### src/rtl/core/v2yp_pkg.sv
`timescale 1ns / 1ps
package v2yp_pkg;

  localparam int COORD_WIDTH     = 24;
  localparam int ANGLE_FRAC_BITS = 7;
  localparam int CORDIC_STAGES   = 16;

  localparam int AQ    = 20;
  localparam int GUARD = 38 - COORD_WIDTH;
  localparam int DIFFW = COORD_WIDTH + 1;
  // datapath width: scaled difference plus headroom for two CORDIC gains
  localparam int DW    = DIFFW + GUARD + 5;
  localparam int ZW    = 32;
  localparam int GAINW = 22;
  localparam int PRODW = DIFFW + GAINW;
  localparam int YAWW  = 16;
  localparam int PITW  = 15;

  // input queue depth and pointer width
  localparam int QD  = 4;
  localparam int QPW = $clog2(QD);

  localparam logic signed [GAINW-1:0] GAIN_Q20 = GAINW'(1726753);
  localparam logic signed [ZW-1:0] QUARTER = ZW'(90 <<< AQ);
  localparam logic signed [ZW-1:0] FULL_TURN = ZW'(360 <<< ANGLE_FRAC_BITS);
  localparam logic signed [ZW-1:0] PIT_LIM = ZW'(90 <<< ANGLE_FRAC_BITS);
  localparam logic signed [ZW-1:0] RND_HALF = ZW'(1 <<< (AQ - 1 - ANGLE_FRAC_BITS));

  typedef struct packed {
    logic signed [DIFFW-1:0] dx;
    logic signed [DIFFW-1:0] dy;
    logic signed [DIFFW-1:0] dz;
    logic                    hz_zero;
    logic                    all_zero;
  } item_t;

  typedef struct packed {
    logic signed [DW-1:0] dzk;
    logic signed [ZW-1:0] theta;
    logic                 hz_zero;
    logic                 all_zero;
  } side_t;

  function automatic logic signed [ZW-1:0] arc_q20(input int i);
    logic signed [ZW-1:0] r;
    unique case (i)
      0:  r = ZW'(47185920);
      1:  r = ZW'(27855475);
      2:  r = ZW'(14718068);
      3:  r = ZW'(7471121);
      4:  r = ZW'(3750058);
      5:  r = ZW'(1876857);
      6:  r = ZW'(938658);
      7:  r = ZW'(469357);
      8:  r = ZW'(234682);
      9:  r = ZW'(117342);
      10: r = ZW'(58671);
      11: r = ZW'(29335);
      12: r = ZW'(14668);
      13: r = ZW'(7334);
      14: r = ZW'(3667);
      15: r = ZW'(1833);
      16: r = ZW'(917);
      17: r = ZW'(458);
      18: r = ZW'(229);
      19: r = ZW'(115);
      20: r = ZW'(57);
      21: r = ZW'(29);
      22: r = ZW'(14);
      23: r = ZW'(7);
      default: r = '0;
    endcase
    return r;
  endfunction

endpackage

### src/rtl/core/v2yp_front.sv
`timescale 1ns / 1ps
module v2yp_front import v2yp_pkg::*; (
  input  logic                          clk,
  input  logic                          rst,
  input  logic                          push,
  output logic                          full,
  input  logic signed [COORD_WIDTH-1:0] eye_x,
  input  logic signed [COORD_WIDTH-1:0] eye_y,
  input  logic signed [COORD_WIDTH-1:0] eye_z,
  input  logic signed [COORD_WIDTH-1:0] target_x,
  input  logic signed [COORD_WIDTH-1:0] target_y,
  input  logic signed [COORD_WIDTH-1:0] target_z,
  output logic                          item_valid,
  output item_t                         item,
  input  logic                          item_take
);

  item_t          mem [QD];
  logic [QPW-1:0] wr_ptr;
  logic [QPW-1:0] rd_ptr;
  logic [QPW:0]   count;
  item_t          cls;
  logic           wr_en;
  logic           rd_en;

  always_comb begin
    cls.dx = DIFFW'(eye_x) - DIFFW'(target_x);
    cls.dy = DIFFW'(eye_y) - DIFFW'(target_y);
    cls.dz = DIFFW'(eye_z) - DIFFW'(target_z);
    cls.hz_zero  = (cls.dx == '0) && (cls.dy == '0);
    cls.all_zero = cls.hz_zero && (cls.dz == '0);
  end

  assign full       = (count == (QPW+1)'(QD));
  assign item_valid = (count != '0);
  assign item       = mem[rd_ptr];
  assign wr_en      = push && !full;
  assign rd_en      = item_take && item_valid;

  always_ff @(posedge clk) begin
    if (wr_en) begin
      mem[wr_ptr] <= cls;
    end
  end

  always_ff @(posedge clk) begin
    if (rst) begin
      wr_ptr <= '0;
      rd_ptr <= '0;
      count  <= '0;
    end else begin
      if (wr_en) wr_ptr <= wr_ptr + QPW'(1);
      if (rd_en) rd_ptr <= rd_ptr + QPW'(1);
      count <= count + (QPW+1)'(wr_en) - (QPW+1)'(rd_en);
    end
  end

endmodule

### config.mk
export PLATFORM = sky130hd
export DESIGN_NAME = v2yp_front
export DESIGN_NICKNAME = d
export VERILOG_FILES = /design/src/rtl/core/v2yp_pkg.sv /design/src/rtl/core/v2yp_front.sv
export SDC_FILE = /design/constraint.sdc
export NUM_CORES = 1
export LEC_CHECK = 0
export ABC_CLOCK_PERIOD_IN_PS = 10820
export BUFFER_PORTS_ARGS = -buffer_cell sky130_fd_sc_hd__buf_2
export CORE_MARGIN = 2
export CORE_UTILIZATION = 55
export DETAILED_ROUTE_END_ITERATION = 16
export GPL_ROUTABILITY_DRIVEN = 0
export GPL_TIMING_DRIVEN = 0
export PLACE_DENSITY = 0.77
export SETUP_SLACK_MARGIN = 0.05
export SLEW_MARGIN = 20
export SYNTH_ARGS = -nofsm -noshare
export SYNTH_HDL_FRONTEND = slang
export SYNTH_SLANG_ARGS = --single-unit
### constraint.sdc
create_clock -name clk -period 10.82 [get_ports clk]
set_input_delay 0 -clock clk [delete_from_list [all_inputs] [get_ports clk]]
set_output_delay 0 -clock clk [all_outputs]
set_load 0.01 [all_outputs]
==> results.json, run 1 <==
{
  "cp-end-kind": "flop",
  "synth_edf_count": 308,
  "crit_required_ps": 11110,
  "cts_max_level": 1,
  "ys_ff_latch": 317,
  "cp_slowest_cell": "or4_1",
  "grt_pass1_wl_um": 53600,
  "start_util": 0.562,
  "nets": 1576,
  "cellPowerDensity_nw_per_um2": 205,
  "cts_resized": 0,
  "power_leakage_nw": 7.07,
  "core_sq_um": 27900,
  "cts_tree": "yes",
  "yosys_warnings": 0,
  "cp_top_family": "simple AND/OR/NAND/NOR gates",
  "yosysTopAreaCellShare": 0.589,
  "yosys.area.top_type": "edfxtp_1",
  "synthesis.nets": 1310,
  "die_w_um": 173,
  "finalCriticalPeriod_ps": 4270,
  "slowest_delay_ps": 550,
  "maxCapViolations": 0,
  "cts_sinks": 317,
  "final_area_sq_um": 18500,
  "hold_class": "primary input to flop",
  "critPathLaunch": "target_z[0]",
  "numPortBuffers": 225,
  "clkTransAtPathRegs_ps": 60,
  "vias_per_cell": 5.74,
  "insertion_delay_ps": 540,
  "yosysUniqueCellTypes": 69,
  "worst-setup-path-type": "primary input to flop",
  "numPlacedInstances": 1687,
  "grt_pass1_vias": 9934,
  "num_vias": 10000,
  "detailed_place_hpwl_um": 24500,
  "ys_async_sr_fraction": 0,
  "path_cells": "dlygate4sd3_1 > buf_2 > ha_1 > fa_1 > nor2b_1 > o31a_1 > o21a_1 > nor2_1 > xnor2_1 > or4_1 > or4_1 > or4b_1 > nor4b_2 > nand4_1 > nor4b_2",
  "antenna_found_initial": 1,
  "synthCells": 1080,
  "insertedDiodeCount": 0,
  "ir_drop_mv": 0.126,
  "stdcell_count": 1748,
  "maxSlewHeadroom": 0.373,
  "drt_iter0_drc": 849,
  "cts_hold_buf": 4,
  "die_y_um": 173,
  "status": "complete, no violations",
  "firstDrtPassIters": 5,
  "timing.fmax_mhz": 234,
  "rows": 61,
  "cts_buffers": 31,
  "skew_ps": 10.3,
  "cp.arrival_ps": 4560,
  "worstMarginPinSlew_ps": 941,
  "pre_cts_ws_ps": 6270,
  "grt_usage": 0.227,
  "yosys.cell_count.top_type": "edfxtp_1",
  "reg2reg_from": "count[1]",
  "whs_ps": 8.98,
  "io_pins": 227,
  "grt_max_degree": 48,
  "critPathLaunchType": "primary input",
  "crit_fanout": 5,
  "maxSlewViolCount": 0,
  "min-delay-start": "target_y[0]",
  "overflow": 0,
  "fin_ws_ps": 6550,
  "synth.area.top_cells": "edfxtp_1, mux4_2, ha_1, inv_1, xnor2_1",
  "timing.setup.tns_ps": 0,
  "post-route-period-util": 0.394,
  "fill_cells": 2049,
  "drive_gt1_frac": 0.269,
  "netlist_top_cells_count": "edfxtp_1, inv_1, ha_1, mux4_2, a21oi_1",
  "hold_viol": 0,
  "area_growth_pct": 17.7,
  "syn_area_per_cell_sq_um": 14.5,
  "dpl_cell_area_sq_um": 17400,
  "setup_violations": 0,
  "routedWlPerCell_um": 19.6,
  "synth_area_sq_um": 15700,
  "rsz0062_at_grt": "no",
  "path_buf_inv": 2,
  "wl_um": 34200,
  "synth_ff_type": "edfxtp_1",
  "route.detailed.drc": 0,
  "die_area_sq_um": 29900,
  "yosysSeqAreaShare": 0.601,
  "post-cts-setup-buffers": 0,
  "clock_path_buffers": 3,
  "ant_nets": 0,
  "cts_root_buf": "clkbuf_16"
}
-- worst register-to-register path: cells and delay by family, from the launching register on --
kind	cells	cell delay, ps
XOR/XNOR	2	310
AND/OR/NAND/NOR	3	260
buffers and inverters	4	500
adder cells (fa/ha/maj)	3	820
flip-flops	1	420
-- logic make-up after synthesis --
logic type / count (synthesis) / share of synthesized area
AND/OR/NAND/NOR: 198 / 0.0683
adder cells (fa/ha/maj): 82 / 0.0673
XOR/XNOR: 56 / 0.0313
multiplexers: 81 / 0.113
AO/OA/AOI/OAI: 212 / 0.0868
buffers and inverters: 134 / 0.0322
flip-flops: 317 / 0.601
-- through the flow --
| step | power (mW) | utilization |
|---|---|---|
| 3_5_place_dp | 2.75 | 0.623 |
| 5_1_grt | 3.96 | 0.661 |
| 2_1_floorplan | 2.34 | - |
| 3_3_place_gp | 2.72 | 0.619 |
| 6_report | 3.79 | 0.661 |
| 4_1_cts | 3.82 | 0.661 |
-- flip-flops by register name, indices dropped and copies added (netlist names), named ones only --
name,flops
mem,308
count,3
rd_ptr,2
wr_ptr,2
-- worst paths after layout --
check,slack (ps),cells past startpoint,endpoint
worst max-delay path,6550,15,mem[3][0]
worst min-delay path,9,3,mem[1][27]
worst max register to register,8410,12,count[2]
worst min register to register,550,2,rd_ptr[1]
-- layout make-up --
type / instances / area (sq um) / area share
Buffer: 32 / 123 / 0.00664
Clock inverter: 22 / 234 / 0.0127
Multi-Input combinational cell: 629 / 5770 / 0.312
Timing Repair Buffer: 233 / 1280 / 0.0691
Inverter: 102 / 383 / 0.0207
Sequential cell: 317 / 9430 / 0.510
Clock buffer: 35 / 791 / 0.0428
Tap cell: 378 / 473 / 0.0256
-- cell usage in the layout (no fill, tap or decap), types with 9 or more instances in the layout --
cell type and count:
inv_1 102, clkbuf_1 28, clkbuf_16 31, o21a_1 13
mux4_2 77, a21o_1 22, ha_1 78, nor3_1 14
xor2_1 19, nor2_1 57, nand4_1 10, nand3_1 13
edfxtp_1 308, nand2_1 30, buf_2 227, xnor2_1 37
a31oi_1 14, o21ai_0 40, dfxtp_1 9, nor2b_1 14
a21oi_1 58, nand2b_1 10, clkinv_1 9
-- where the power goes --
part           internal (mW)  switching, mW  leakage, nW
registers               1.57         0.0376         2.90
logic                  0.475          0.631         3.67
clock network          0.642          0.432        0.505
total                   2.69           1.10         7.07
-- per-layer routing --
metal	vias to the layer above	part of all wire	global-route usage
li1	4724	-	-
met1	4907	0.42	0.308
met2	357	0.50	0.398
met3	46	0.059	0.0314
met4	2	0.017	0.0431
met5	-	0.00020	0
Note: power is estimated with default switching activity, not from simulation.
==> run 2: changes to the inputs <==
--- a/config.mk
+++ b/config.mk
@@ -5,7 +5,7 @@
 export SDC_FILE = /design/constraint.sdc
 export NUM_CORES = 1
 export LEC_CHECK = 0
-export ABC_CLOCK_PERIOD_IN_PS = 10820
+export ABC_CLOCK_PERIOD_IN_PS = 3990
 export BUFFER_PORTS_ARGS = -buffer_cell sky130_fd_sc_hd__buf_2
 export CORE_MARGIN = 2
 export CORE_UTILIZATION = 55
==> constraint.sdc (replaced) <==
create_clock -name clk -period 3.99 [get_ports clk]
set_input_delay 0 -clock clk [delete_from_list [all_inputs] [get_ports clk]]
set_output_delay 0 -clock clk [all_outputs]
set_load 0.01 [all_outputs]
==> run 2 against run 1 <==
Against the previous run:
- non-clock buffer count unchanged
- wire length about the same
- global-route usage barely moved
- die area did not move
- setup slack worse by 6300 ps
- clock-buffer cell count stayed put
- hold slack lost 2.6 ps
- combinational power increased to 2.7 times the previous value
==> results.json, run 2 (synthesized netlist as in run 1, its figures left out) <==
{
  "rsz0062_at_grt": "no",
  "numPortBuffers": 225,
  "cts_buffers": 31,
  "overflow": 0,
  "cts_max_level": 1,
  "cp.arrival_ps": 4020,
  "cellPowerDensity_nw_per_um2": 556,
  "worst_path_most_repeated_cell": "or4_1",
  "die_y_um": 173,
  "clkTransAtPathRegs_ps": 60,
  "fin_ws_ps": 296,
  "skew_ps": 10.0,
  "clock_path_buffers": 3,
  "antenna_found_initial": 1,
  "cp-end-kind": "flop",
  "final_area_sq_um": 18500,
  "routedWlPerCell_um": 19.6,
  "detailed_place_hpwl_um": 24500,
  "setup_violations": 0,
  "firstDrtPassIters": 5,
  "cts_sinks": 317,
  "hold_viol": 0,
  "grt_usage": 0.227,
  "num_vias": 10100,
  "grt_max_degree": 48,
  "die_area_sq_um": 29900,
  "power_leakage_nw": 7.08,
  "slowest_delay_ps": 540,
  "hold_class": "primary input to flop",
  "vias_per_cell": 5.76,
  "critPathLaunchType": "primary input",
  "crit_fanout": 6,
  "whs_ps": 6.41,
  "cts_root_buf": "clkbuf_16",
  "maxSlewViolCount": 0,
  "ir_drop_mv": 0.342,
  "cts_tree": "yes",
  "pre_cts_ws_ps": -565,
  "drive_gt1_frac": 0.271,
  "status": "complete, no violations",
  "finalCriticalPeriod_ps": 3690,
  "nets": 1576,
  "worst-setup-path-type": "primary input to flop",
  "insertedDiodeCount": 0,
  "grt_pass1_wl_um": 53700,
  "maxSlewHeadroom": 0.374,
  "start_util": 0.562,
  "layout.cells.most_common": "edfxtp_1",
  "worstMarginPinSlew_ps": 939,
  "crit_required_ps": 4320,
  "insertion_delay_ps": 540,
  "die_w_um": 173,
  "wl_um": 34300,
  "timing.fmax_mhz": 271,
  "area_growth_pct": 17.9,
  "post-route-period-util": 0.926,
  "ant_nets": 0,
  "dpl_cell_area_sq_um": 17400,
  "drt_iter0_drc": 805,
  "io_pins": 227,
  "reg_top3": "mem (308), count (3)",
  "rows": 61,
  "maxCapViolations": 0,
  "cp_slowest_cell": "or4_1",
  "final_cell_mix": "edfxtp_1, buf_2, inv_1, ha_1, mux4_2",
  "core_sq_um": 27900,
  "largest-register": "mem",
  "route.detailed.drc": 0,
  "fill_cells": 2048,
  "grt_pass1_vias": 9962,
  "largest_reg_flops": 308,
  "path_cells": "buf_2 > ha_1 > a21o_1 > a221oi_1 > nor2b_1 > o31ai_4 > mux2i_1 > nor3_1 > or4_1 > or4_1 > nor4_4 > nand4_1 > nor4b_4"
}
==> run 2: cell counts in the layout (fill, tap and decap cells not counted) <==
Identical to the previous run, type by type.
==> run 2: worst paths after layout <==
kind	startpoint	end	slack [ps]	depth (start not counted)
hold / removal	target_y[0]	mem[1][27]	6	3
setup / recovery	eye_x[8]	mem[3][0]	300	13
setup reg to reg	count[1]	count[2]	1570	12
hold reg to reg	rd_ptr[1]	rd_ptr[1]	550	2
==> run 2: per-layer routing <==
| layer | wire length (um) | GRT usage | part of all wire | up-vias |
|---|---|---|---|---|
| met5 | 7 | 0 | 0.00020 | - |
| met4 | 633 | 0.0466 | 0.018 | 2 |
| met3 | 2160 | 0.0314 | 0.063 | 55 |
| met2 | 17200 | 0.398 | 0.50 | 388 |
| met1 | 14300 | 0.307 | 0.42 | 4902 |
| li1 | - | - | - | 4722 |
==> run 2: what timing repair did <==
action                                  in CTS  in global routing
buffers inserted                             0                  0
endpoints found under the setup margin       4                  4
resized for setup                            1                  3
hold endpoints to repair                    17                  0
hold buffers                                 4                  0
==> run 2: where the power goes <==
part,leakage [nW],switching [mW],internal (mW),total (mW)
clock network,0.505,1.17,1.74,2.91
registers,2.90,0.102,4.27,4.37
logic,3.68,1.71,1.29,3.00
==> run 2: metrics by stage <==
step / cells / TNS [ps] / power [mW] / utilization
after floorplan: 1080 / 0 / 6.36 / -
after global placement: 1683 / -156080 / 7.38 / 0.619
after detailed placement: 1687 / -2910 / 7.45 / 0.623
after CTS: 1748 / 0 / 10.4 / 0.662
after global routing: 1748 / 0 / 10.7 / 0.662
final: 1748 / 0 / 10.3 / 0.662
==> run 2: critical path, delay by kind of cell <==
family	cells	cell delay [ps]
AOI/OAI and AO/OA	3	1020
and+or+nand+nor	7	2300
adders and majority gates	1	370
buffers and inverters	1	100
muxes	1	220
==> run 2: layout make-up <==
| cell class | instances | area [sq um] | area share |
|---|---|---|---|
| Clock buffer | 35 | 791 | 0.0427 |
| Timing Repair Buffer | 233 | 1280 | 0.0690 |
| Inverter | 102 | 383 | 0.0207 |
| Multi-Input combinational cell | 629 | 5790 | 0.313 |
| Buffer | 32 | 123 | 0.00663 |
| Clock inverter | 22 | 234 | 0.0126 |
| Sequential cell | 317 | 9430 | 0.510 |
| Tap cell | 378 | 473 | 0.0256 |
